$ cat src/rtl/assert_macros.svh
// Assertion helpers for the RTL file that carries checks.
`ifndef ASSERT_MACROS_SVH
`define ASSERT_MACROS_SVH

// Same-cycle implication, disabled while reset is asserted.
`define ASSERT_IMPLY(lbl, clk, rst_n, ante, cons) \
	lbl: assert property (@(posedge clk) disable iff (!rst_n) (ante) |-> (cons)) \
	else $error("assertion failed");

// Next-cycle implication, disabled while reset is asserted.
`define ASSERT_NEXT(lbl, clk, rst_n, ante, cons) \
	lbl: assert property (@(posedge clk) disable iff (!rst_n) (ante) |=> (cons)) \
	else $error("assertion failed");

`endif

$ cat src/rtl/dnsd_pkg.sv
`default_nettype none

package dnsd_pkg;

	// Storage sizes.
	localparam int PACKET_BYTES = 4096;
	localparam int NAME_BYTES   = 256;
	localparam int ADDR_W       = $clog2(PACKET_BYTES);

	// Fixed field widths of the stream items.
	localparam int IN_ADDR_W  = 12;
	localparam int PLEN_W     = 13;
	localparam int POS_W      = 14;
	localparam int CMP_W      = 16;
	localparam int NLEN_W     = 9;
	localparam int CONS_W     = 9;
	localparam int JUMP_W     = 8;
	localparam int LABEL_W    = 6;
	localparam int S_TDATA_W  = 40;
	localparam int M_TDATA_W  = 48;

	// Byte constants of the name format.
	localparam logic [7:0] DOT_CHAR = 8'h2E;

	// Completion codes of a decode.
	typedef enum logic [2:0] {
		ST_OK        = 3'd0,
		ST_TRUNC_PTR = 3'd1,
		ST_JUMPS     = 3'd2,
		ST_BAD_LABEL = 3'd3,
		ST_TOO_LONG  = 3'd4,
		ST_NO_END    = 3'd5
	} status_t;

	// Commands from the controller to the datapath.
	typedef struct packed {
		logic    load;
		logic    wr;
		logic    rd_pos;
		logic    rd_next;
		logic    take_zero;
		logic    take_label;
		logic    jump;
		logic    push_dot;
		logic    push_byte;
		logic    finish;
		status_t fin_status;
	} cmd_t;

	// Conditions reported by the datapath.
	typedef struct packed {
		logic at_end;
		logic is_ptr;
		logic ptr_trunc;
		logic is_zero;
		logic bad_label;
		logic jump_over;
		logic rem_zero;
		logic name_full;
		logic name_started;
		logic push_ok;
		logic can_emit;
	} stat_t;

endpackage

`default_nettype wire

$ cat src/rtl/dnsd_ctrl.sv
`default_nettype none

module dnsd_ctrl import dnsd_pkg::*; (
	input  wire logic  clk,
	input  wire logic  arst_n,
	input  wire logic  s_tvalid,
	output      logic  s_tready,
	input  wire logic  opcode,
	input  wire stat_t stat,
	output      cmd_t  cmd
);

	typedef enum logic [2:0] {
		S_IDLE,
		S_FETCH,
		S_HDR,
		S_PTR,
		S_DOT,
		S_LFETCH,
		S_LCHAR,
		S_FINISH
	} state_t;

	state_t  state_q;
	state_t  state_d;
	status_t status_q;
	status_t status_d;

	assign s_tready = (state_q == S_IDLE);

	// Next state and commands.
	always_comb begin
		state_d        = state_q;
		status_d       = status_q;
		cmd            = '0;
		cmd.fin_status = status_q;
		case (state_q)
			S_IDLE: begin
				if (s_tvalid) begin
					if (opcode) begin
						cmd.load = 1'b1;
						state_d  = S_FETCH;
					end else begin
						cmd.wr = 1'b1;
					end
				end
			end
			S_FETCH: begin
				if (stat.at_end) begin
					status_d = ST_NO_END;
					state_d  = S_FINISH;
				end else begin
					cmd.rd_pos = 1'b1;
					state_d    = S_HDR;
				end
			end
			S_HDR: begin
				if (stat.is_ptr) begin
					if (stat.ptr_trunc) begin
						status_d = ST_TRUNC_PTR;
						state_d  = S_FINISH;
					end else begin
						cmd.rd_next = 1'b1;
						state_d     = S_PTR;
					end
				end else if (stat.is_zero) begin
					cmd.take_zero = 1'b1;
					status_d      = ST_OK;
					state_d       = S_FINISH;
				end else if (stat.bad_label) begin
					status_d = ST_BAD_LABEL;
					state_d  = S_FINISH;
				end else begin
					cmd.take_label = 1'b1;
					if (!stat.name_started) begin
						state_d = S_LFETCH;
					end else if (stat.name_full) begin
						status_d = ST_TOO_LONG;
						state_d  = S_FINISH;
					end else begin
						state_d = S_DOT;
					end
				end
			end
			S_PTR: begin
				if (stat.jump_over) begin
					status_d = ST_JUMPS;
					state_d  = S_FINISH;
				end else begin
					cmd.jump = 1'b1;
					state_d  = S_FETCH;
				end
			end
			S_DOT: begin
				if (stat.push_ok) begin
					cmd.push_dot = 1'b1;
					state_d      = S_LFETCH;
				end
			end
			S_LFETCH: begin
				if (stat.rem_zero) begin
					state_d = S_FETCH;
				end else if (stat.name_full) begin
					status_d = ST_TOO_LONG;
					state_d  = S_FINISH;
				end else begin
					cmd.rd_pos = 1'b1;
					state_d    = S_LCHAR;
				end
			end
			S_LCHAR: begin
				if (stat.push_ok) begin
					cmd.push_byte = 1'b1;
					state_d       = S_LFETCH;
				end
			end
			S_FINISH: begin
				if (stat.can_emit) begin
					cmd.finish = 1'b1;
					state_d    = S_IDLE;
				end
			end
			default: begin
				state_d = S_IDLE;
			end
		endcase
	end

	// State and completion code.
	always_ff @(posedge clk or negedge arst_n) begin
		if (!arst_n) begin
			state_q  <= S_IDLE;
			status_q <= ST_OK;
		end else begin
			state_q  <= state_d;
			status_q <= status_d;
		end
	end

endmodule

`default_nettype wire

$ cat config.mk
export PLATFORM = sky130hd
export DESIGN_NAME = dnsd_ctrl
export DESIGN_NICKNAME = d
export VERILOG_FILES = /design/src/rtl/assert_macros.svh /design/src/rtl/dnsd_pkg.sv /design/src/rtl/dnsd_ctrl.sv
export SDC_FILE = /design/constraint.sdc
export NUM_CORES = 1
export LEC_CHECK = 0
export ABC_AREA = 1
export BUFFER_PORTS_ARGS = -buffer_cell sky130_fd_sc_hd__buf_2
export CAP_MARGIN = 30
export CORE_MARGIN = 5
export CORE_UTILIZATION = 35
export CTS_BUF_LIST = sky130_fd_sc_hd__clkbuf_2 sky130_fd_sc_hd__clkbuf_4 sky130_fd_sc_hd__clkbuf_8
export CTS_CLUSTER_DIAMETER = 100
export DETAILED_ROUTE_END_ITERATION = 6
export PLACE_DENSITY_LB_ADDON = 0.3
export SETUP_SLACK_MARGIN = 0.05
export SYNTH_ARGS = -nofsm -noshare
export SYNTH_HDL_FRONTEND = slang
export SYNTH_SLANG_ARGS = --single-unit
$ cat constraint.sdc
create_clock -name clk -period 1.4 [get_ports clk]
set_input_delay 0.14 -clock clk [delete_from_list [all_inputs] [get_ports clk]]
set_output_delay 0.14 -clock clk [all_outputs]
set_load 0.01 [all_outputs]
==> results.cfg, run 1 <==
[sta]
worst-slew-pin-transition_ns = 0.2780
rsz0062_at_grt = true
worst_slack_ns = -0.04945
finalCriticalPeriod_ns = 1.449
tns_ns = -0.2095
holdWs_ns = 0.2478
fin_crit_sh_pct = 103.5
setup_viol = 8
relSlewSlack_pct = 81.40
hold_viol_final = 0
drv_slew = 0
fin_skew_ns = 0.002969
timing.fmax_mhz = 689.9

[worst_setup_path]
crit_arrival_ns = 1.31
reg2reg_depth = 6
timing.rr.start = state_q[1]$_DFFE_PN0P_
worstSetupPathType = flip-flop to output pin
cp_max_fo = 4
start_kind = flip-flop
endpoint_kind = output pin
r2r_setup_slack_ns = 0.01
worstPathRequired_ns = 1.26
worstReg2RegEnd = state_q[1]$_DFFE_PN0P_

[global_routing]
grt_pass1_wl_um = 3567
grt_pass1_vias = 896
antenna_found_initial = 0
grt_use_total_pct = 16.71
grt_max_degree = 8
grt_overflow = 0

[yosys]
yosysTopAreaCellShare_pct = 24.32
syn_area_um2 = 648.1
syn_avg_cell_area_um2 = 5.269
ys_warn_count = 0
syn_nets = 138
syn_inst = 123
yosysTopAreaCell = nand2_1
synth_area_leaders = nand2_1 24%, dfrtp_1 23%, nor2_1 13%
ys_seq_area_share_pct = 23.17
ys_types = 16
synth_seq_cells = 6

[min_path]
hp-class = primary input to asynchronous set/reset pin

[cts]
clock-root-buffer = clkbuf_4
cts_tree = done
clk_pin_slew_ns = 0.04
cts_sinks = 6
numCtsBuffers = 3
h-tree-depth = 1
clk_path_buf_depth = 2
clock_latency_ns = 0.24

[placement]
gp_congestion = 0.9149
dp_hpwl_um = 1656
io_buffers = 28
place_worst_setup_slack_ns = 0.01253

[floorplan]
die_h_um = 53.03
num_io_pins = 29
num_rows = 15
die_w_um = 53.03
core_um2 = 1745
dieArea_um2 = 2812
floorplan.initialDensity_pct = 37.13

[detailed_routing]
vias = 1071
postRouteAntennaNets = 0
drtIter0Drc = 85
routed_wirelength_um = 2998
dr.pass1.iters = 5
wl_per_cell_um = 14.92
drc = 0
via_per_inst = 5.328

[status]
status = finished with violations
violations = setup timing

[final_layout]
drive_gt1_share_pct = 48.86
antenna_cells = 0
area_growth_pct = 89.77
n_fill_cell = 139
nNetsFinal = 193

[pwr]
p_leak_nw = 0.6581
power.ir.vdd_worst_uv = 1675
pwr_density_cell_nw_per_um2 = 2204

[flow_run]
max_cap_viol_count = 0
placed cells by master, fill, tap and decap left out, drive strengths merged:
master,synthesis,layout
nand3,15,15
dlygate4sd3,0,1
buf,2,51
a21oi,2,2
dfrtp,6,6
o211ai,1,1
nor4,2,2
or2,1,1
inv,19,19
o21ai,7,7
nand4,1,1
clkbuf,0,3
nor3,2,2
nand2,42,42
nor2,23,23
power by group:
| group | internal (mW) | leakage, nW | switching [mW] | total [mW] |
|---|---|---|---|---|
| sequential | 0.272 | 0.0710 | 0.120 | 0.391 |
| combinational | 0.970 | 0.573 | 1.20 | 2.17 |
| clock | 0.0966 | 0.0138 | 0.0569 | 0.154 |
critical path, cell delays in order, from the launching register on:
cell and delay, ns:
dfrtp_2 0.42, buf_4 0.15, inv_4 0.07, buf_6 0.11, nand2_2 0.06, nor3_2 0.10, buf_2 0.15
logic make-up after synthesis:
kind of cell | after synthesis | synth area share (%)
compound gates | 10 | 8.108
flops | 6 | 23.17
buf+inv | 21 | 12.55
simple gates | 86 | 56.18
stage by stage:
stage | area [um2] | cells | utilization [%] | total power, mW
3_3_place_gp | 867.1 | 181 | 49.68 | 1.556
4_1_cts | 984.7 | 191 | 56.42 | 1.963
6_report | 1230 | 201 | 70.47 | 2.711
2_1_floorplan | 653.1 | 123 | - | 1.141
3_5_place_dp | 867.1 | 181 | 49.68 | 1.565
5_1_grt | 1230 | 201 | 70.47 | 2.891
cell usage after synthesis, drive strengths merged:
library cell / instances
a21oi: 2
buf: 2
dfrtp: 6
inv: 19
nand2: 42
nand3: 15
nand4: 1
nor2: 23
nor3: 2
nor4: 2
o211ai: 1
o21ai: 7
or2: 1
routing by layer:
metal	up-vias	track usage, %	wire length [um]
met5	-	0	0
met3	17	1.690	230
met4	0	6.809	137
met2	62	29.13	1450
li1	498	-	-
met1	494	20.72	1180
registers in the layout (all words and copies together), names as in the netlist:
register / cells
state_q: 3
status_q: 3
repair_timing:
action	CTS	global route
setup endpoints to repair	13	16
gates resized for setup	17	37
pin swaps	4	14
buffers inserted	6	11
hold buffers	1	0
cloned	0	0
endpoints found under the hold margin	6	0
worst max-delay path by stage:
stage | from | to | slack (ns)
after global placement | state_q[0]$_DFFE_PN0P_ | status_q[1]$_DFFE_PN0P_ | 0.008
after global routing | state_q[0]$_DFFE_PN0P_ | cmd[11] | -0.16
after CTS | state_q[2]$_DFFE_PN0P_ | cmd[11] | -0.04
after floorplan | state_q[0]$_DFFE_PN0P_ | status_q[0]$_DFFE_PN0P_ | 0.05
after detailed placement | state_q[0]$_DFFE_PN0P_ | status_q[0]$_DFFE_PN0P_ | 0.01
final | state_q[0]$_DFFE_PN0P_ | cmd[4] | -0.05
final cells by class:
class / count / area (um2) / area share, %
Multi-Input combinational cell: 96 / 563.0 / 45.78
Inverter: 19 / 81.33 / 6.612
Clock buffer: 3 / 22.52 / 1.831
Timing Repair Buffer: 52 / 379.1 / 30.82
Tap cell: 25 / 31.28 / 2.543
Sequential cell: 6 / 152.6 / 12.41
Power figures use the tool's default switching activity.
==> run 2, diff against run 1 <==
REMOVE_ABC_BUFFERS = 1   (was default)
SKIP_LAST_GASP = 1   (was default)
clock period = 1.3 ns   (was 1.4 ns; I/O delays follow)
==> results.cfg, run 2 (synthesis results as in run 1) <==
[sta]
rsz0062_at_grt = true
hold_viol_final = 0
finalCriticalPeriod_ns = 1.496
timing.fmax_mhz = 668.5
drv_slew = 0
relSlewSlack_pct = 75.36
fin_skew_ns = 0.008297
worst_slack_ns = -0.1959
worst-slew-pin-transition_ns = 0.3658
tns_ns = -1.706
fin_crit_sh_pct = 115.1
setup_viol = 17

[detailed_routing]
dr.pass1.iters = 4
routed_wirelength_um = 2399
wl_per_cell_um = 12.18
drc = 0
via_per_inst = 5.010
postRouteAntennaNets = 0
drtIter0Drc = 56
vias = 987

[floorplan]
dieArea_um2 = 2812
num_io_pins = 29
die_h_um = 53.03
num_rows = 15
core_um2 = 1745
floorplan.initialDensity_pct = 37.13
die_w_um = 53.03

[cts]
cts_sinks = 6
numCtsBuffers = 3
h-tree-depth = 1
clock_latency_ns = 0.24
clock-root-buffer = clkbuf_4
clk_pin_slew_ns = 0.05
cts_tree = done
clk_path_buf_depth = 2

[final_layout]
multi_input_area_um2 = 535.5
n_fill_cell = 149
area_growth_pct = 75.48
nNetsFinal = 189
drive_gt1_share_pct = 45.93
final_common_cell = nand2_1
top_regs = state_q (3), status_q (3)
stdcell_area_um2 = 1137
register_area_um2 = 152.6
layout_common_cells = 36 x nand2_1, 28 x buf_2, 17 x nor2_1
antenna_cells = 0

[global_routing]
antenna_found_initial = 0
grt_use_total_pct = 16.16
grt_pass1_wl_um = 3463
grt_overflow = 0
grt_pass1_vias = 844
grt_max_degree = 8

[worst_setup_path]
worstSetupPathType = flip-flop to output pin
worstPathRequired_ns = 1.17
start_kind = flip-flop
r2r_setup_slack_ns = -0.10
crit_arrival_ns = 1.37
timing.rr.start = state_q[1]$_DFFE_PN0P_
cp_max_fo = 7
reg2reg_depth = 6
critPathSlowestCell = dfrtp_2
endpoint_kind = output pin
worstReg2RegEnd = state_q[1]$_DFFE_PN0P_
path_cells = inv_4 > buf_6 > nor4_2 > buf_2
cp_slowest_stage_delay_ns = 0.49

[placement]
dp_hpwl_um = 1645
gp_congestion = 0.9448
dpl_cell_area_um2 = 869.6
io_buffers = 28

[status]
violations = setup timing
status = finished with violations

[flow_run]
max_cap_viol_count = 0

[pwr]
power.ir.vdd_worst_uv = 1326
pwr_density_cell_nw_per_um2 = 2304
p_leak_nw = 0.6393

[min_path]
hp-class = primary input to asynchronous set/reset pin
run 2: cell types whose count changed in the layout (fill, tap and decap cells not counted), sizes merged:
cell  delta
buf      -4
run 2: layer usage:
| layer | vias to the layer above | GRT usage, % | wire length [um] |
|---|---|---|---|
| li1 | 486 | - | - |
| met1 | 451 | 22.01 | 1024 |
| met2 | 48 | 26.03 | 1194 |
| met3 | 2 | 2.535 | 171 |
| met4 | 0 | 4.681 | 8 |
| met5 | - | 0 | 0 |
run 2: critical path, delay by kind of cell (launching register included):
| kind | cells | cell delay, ns |
|---|---|---|
| and+or+nand+nor | 1 | 0.26 |
| DFF | 1 | 0.49 |
| buffers and inverters | 3 | 0.38 |
run 2: report_power, final:
part	switching [mW]	total, mW	internal [mW]	leakage, nW
logic	1.13	2.03	0.903	0.555
registers	0.126	0.419	0.293	0.0710
clock network	0.0632	0.167	0.104	0.0138
total	1.32	2.62	1.30	0.639
run 2: worst max path at each step:
stage / start / endpoint / slack (ns) / cells after the start
after floorplan: state_q[0]$_DFFE_PN0P_ / status_q[0]$_DFFE_PN0P_ / -0.05 / 8
after global placement: state_q[1]$_DFFE_PN0P_ / status_q[1]$_DFFE_PN0P_ / -0.09 / 9
after detailed placement: state_q[0]$_DFFE_PN0P_ / status_q[0]$_DFFE_PN0P_ / -0.09 / 8
after CTS: state_q[2]$_DFFE_PN0P_ / cmd[11] / -0.18 / 5
after global routing: state_q[1]$_DFFE_PN0P_ / cmd[3] / -0.30 / 4
final: state_q[1]$_DFFE_PN0P_ / cmd[3] / -0.20 / 4
run 2: repair_timing:
action / CTS / global route
hold endpoints to repair: 6 / 0
pin swaps: 8 / 6
buffers inserted: 8 / 3
hold buffers: 1 / 0
cloned: 0 / 0
resized for setup: 21 / 25
endpoints found under the setup margin: 17 / 17
run 2: area by class of cell:
type / instances / share of cell area [%]
multi-input combinational: 96 / 47.08
sequential: 6 / 13.42
inverter: 19 / 6.711
clock buffer: 3 / 1.980
tap: 25 / 2.750
timing repair buffer: 48 / 28.05
run 2: per-stage QoR:
step / power (mW) / instances / hold slack [ns] / setup WS [ns] / util [%]
floorplan: 1.198 / 121 / -0.1656 / -0.05336 / -
global placement: 1.686 / 182 / -0.04196 / -0.09025 / 49.82
detailed placement: 1.704 / 182 / -0.03863 / -0.08766 / 49.82
CTS: 2.221 / 194 / 0.2108 / -0.1841 / 58.35
global route: 2.835 / 197 / 0.2509 / -0.3046 / 65.16
finish: 2.620 / 197 / 0.2369 / -0.1959 / 65.16
==> run 3, diff against run 2 <==
ABC_AREA = default   (was 1)
SKIP_LAST_GASP = default   (was 1)
==> results.cfg, run 3 <==
[worst_setup_path]
cp_slowest_stage_delay_ns = 0.41
path_buf_inv = 1
start_kind = flip-flop
cp_max_fo = 5
crit_family = simple AND/OR/NAND/NOR gates
endpoint_kind = flip-flop
critPathSlowestCell = dfrtp_1
worstSetupPathType = flip-flop to flip-flop
path_cells = or3b_4 > nor4_4 > buf_4 > a221oi_4 > o21a_1 > o22a_1
crit_arrival_ns = 1.81
worstPathRequired_ns = 1.44

[yosys]
synthArstFlopShare_pct = 100.0
ys_seq_area_share_pct = 26.14
synthTopCellsByCount = 12 x nor2_1, 8 x nand2_1, 8 x o21ai_0
syn_avg_cell_area_um2 = 7.363
synth.most_common_cell = nor2_1
ys_warn_count = 0
synth_seq_cells = 6
ys_types = 30
syn_inst = 78
yosysTopAreaCellShare_pct = 26.14
synthFlopType = dfrtp_1
synth_area_leaders = dfrtp_1 26%, nor2_1 7.8%, o21ai_0 7.0%
syn_area_um2 = 574.3
yosysTopAreaCell = dfrtp_1
synth_edf_count = 0

[placement]
gp_congestion = 0.8240
io_buffers = 28
dp_hpwl_um = 1419

[final_layout]
layout_common_cells = 26 x buf_2, 16 x buf_4, 10 x nor2_1
final_common_cell = buf_2
antenna_cells = 0
area_growth_pct = 74.29
nNetsFinal = 145
n_fill_cell = 126
drive_gt1_share_pct = 52.34
top_regs = state_q (3), status_q (3)

[status]
status = finished with violations
violations = setup timing

[sta]
relSlewSlack_pct = 71.31
fin_skew_ns = 0.01249
worst_slack_ns = -0.3669
fin_crit_sh_pct = 128.2
timing.fmax_mhz = 599.9
hold_viol_final = 0
rsz0062_at_grt = true
finalCriticalPeriod_ns = 1.667
worst-slew-pin-transition_ns = 0.4195
tns_ns = -3.293
drv_slew = 0
setup_viol = 17

[min_path]
hp-class = primary input to asynchronous set/reset pin

[global_routing]
grt_overflow = 0
antenna_found_initial = 0
grt_pass1_vias = 696
grt_use_total_pct = 14.45
grt_max_degree = 14
grt_pass1_wl_um = 2891

[detailed_routing]
wl_per_cell_um = 14.08
routed_wirelength_um = 2028
postRouteAntennaNets = 0
drc = 0
dr.pass1.iters = 4
via_per_inst = 5.611
drtIter0Drc = 37
vias = 808

[pwr]
fin_total_pwr_mw = 2.136
p_leak_nw = 0.4797
pwr_density_cell_nw_per_um2 = 2134
power.ir.vdd_worst_uv = 1344

[cts]
cts_tree = done
numCtsBuffers = 3
clk_pin_slew_ns = 0.05
clock_latency_ns = 0.25
clock-root-buffer = clkbuf_4
clk_path_buf_depth = 2
h-tree-depth = 1
cts_sinks = 6

[floorplan]
floorplan.initialDensity_pct = 37.68
core_um2 = 1524
die_w_um = 50.51
num_rows = 14
die_h_um = 50.51
dieArea_um2 = 2551
num_io_pins = 29

[flow_run]
max_cap_viol_count = 0
[run 3: kinds of logic (layout without fill, tap and decap cells)]
group / Yosys count / count (layout) / share of synthesized area (%)
AOI/OAI and AO/OA: 28 / 28 / 34.42
buffers and inverters: 8 / 58 / 6.753
and+or+nand+nor: 36 / 36 / 32.68
DFF: 6 / 6 / 26.14
[run 3: final timing paths]
| path | from | endpoint | slack, ns | depth (start not counted) |
|---|---|---|---|---|
| max | state_q[2]$_DFFE_PN0P_ | status_q[2]$_DFFE_PN0P_ | -0.37 | 6 |
| min | arst_n | state_q[2]$_DFFE_PN0P_ | 0.23 | 2 |
| max reg2reg | state_q[2]$_DFFE_PN0P_ | status_q[2]$_DFFE_PN0P_ | -0.37 | 6 |
| min reg2reg | status_q[2]$_DFFE_PN0P_ | status_q[2]$_DFFE_PN0P_ | 0.51 | 1 |
| max in group asynchronous | arst_n | status_q[1]$_DFFE_PN0P_ | 0.90 | 2 |
| min in group clk | stat[2] | state_q[0]$_DFFE_PN0P_ | 0.25 | 3 |
[run 3: per-stage QoR]
step                      utilization (%)  hold WS (ns)  area (um2)  setup WS, ns  std cells
final                               65.68        0.2329        1001       -0.3669        144
after global routing                65.68        0.2411        1001       -0.4583        144
after CTS                           63.71        0.2307       970.9       -0.3635        142
after detailed placement            54.76      -0.03384       834.6       -0.3115        134
after global placement              54.76      -0.03761       834.6       -0.2778        134
after floorplan                         -       -0.1656       546.8       -0.5008         73
[run 3: timing repair]
action                     in CTS  in global routing
pin swaps                       2                  1
hold endpoints to repair        6                  0
setup endpoints to repair      17                 17
hold buffers                    1                  0
buffers inserted                4                  2
gates resized for setup        19                  4
[run 3: worst register-to-register path: cells and delay by family (launching register included)]
family	cells	cell delay, ns
AO/OA/AOI/OAI	3	0.40
buffers and inverters	1	0.17
flip-flops	1	0.41
AND/OR/NAND/NOR	2	0.58
[run 3: routing by layer]
layer  wire, um  track usage (%)
met2       1028            25.83
met3        181            4.438
met1        799            16.37
met4         19            3.830
met5          0                0
[run 3: final cells by class]
cell class,count,area (um2),share of cell area (%)
flip-flops and latches,6,150.1,15.00
repair buffers,52,361.6,36.13
inverters,3,11.26,1.125
well taps,16,20.02,2.000
multi-input cells,64,435.4,43.50
clock buffers,3,22.52,2.250
[run 3: report_power, final]
group / leakage [nW] / internal (mW) / switching, mW
registers: 0.0701 / 0.282 / 0.0703
logic: 0.396 / 0.807 / 0.798
clock network: 0.0138 / 0.105 / 0.0735
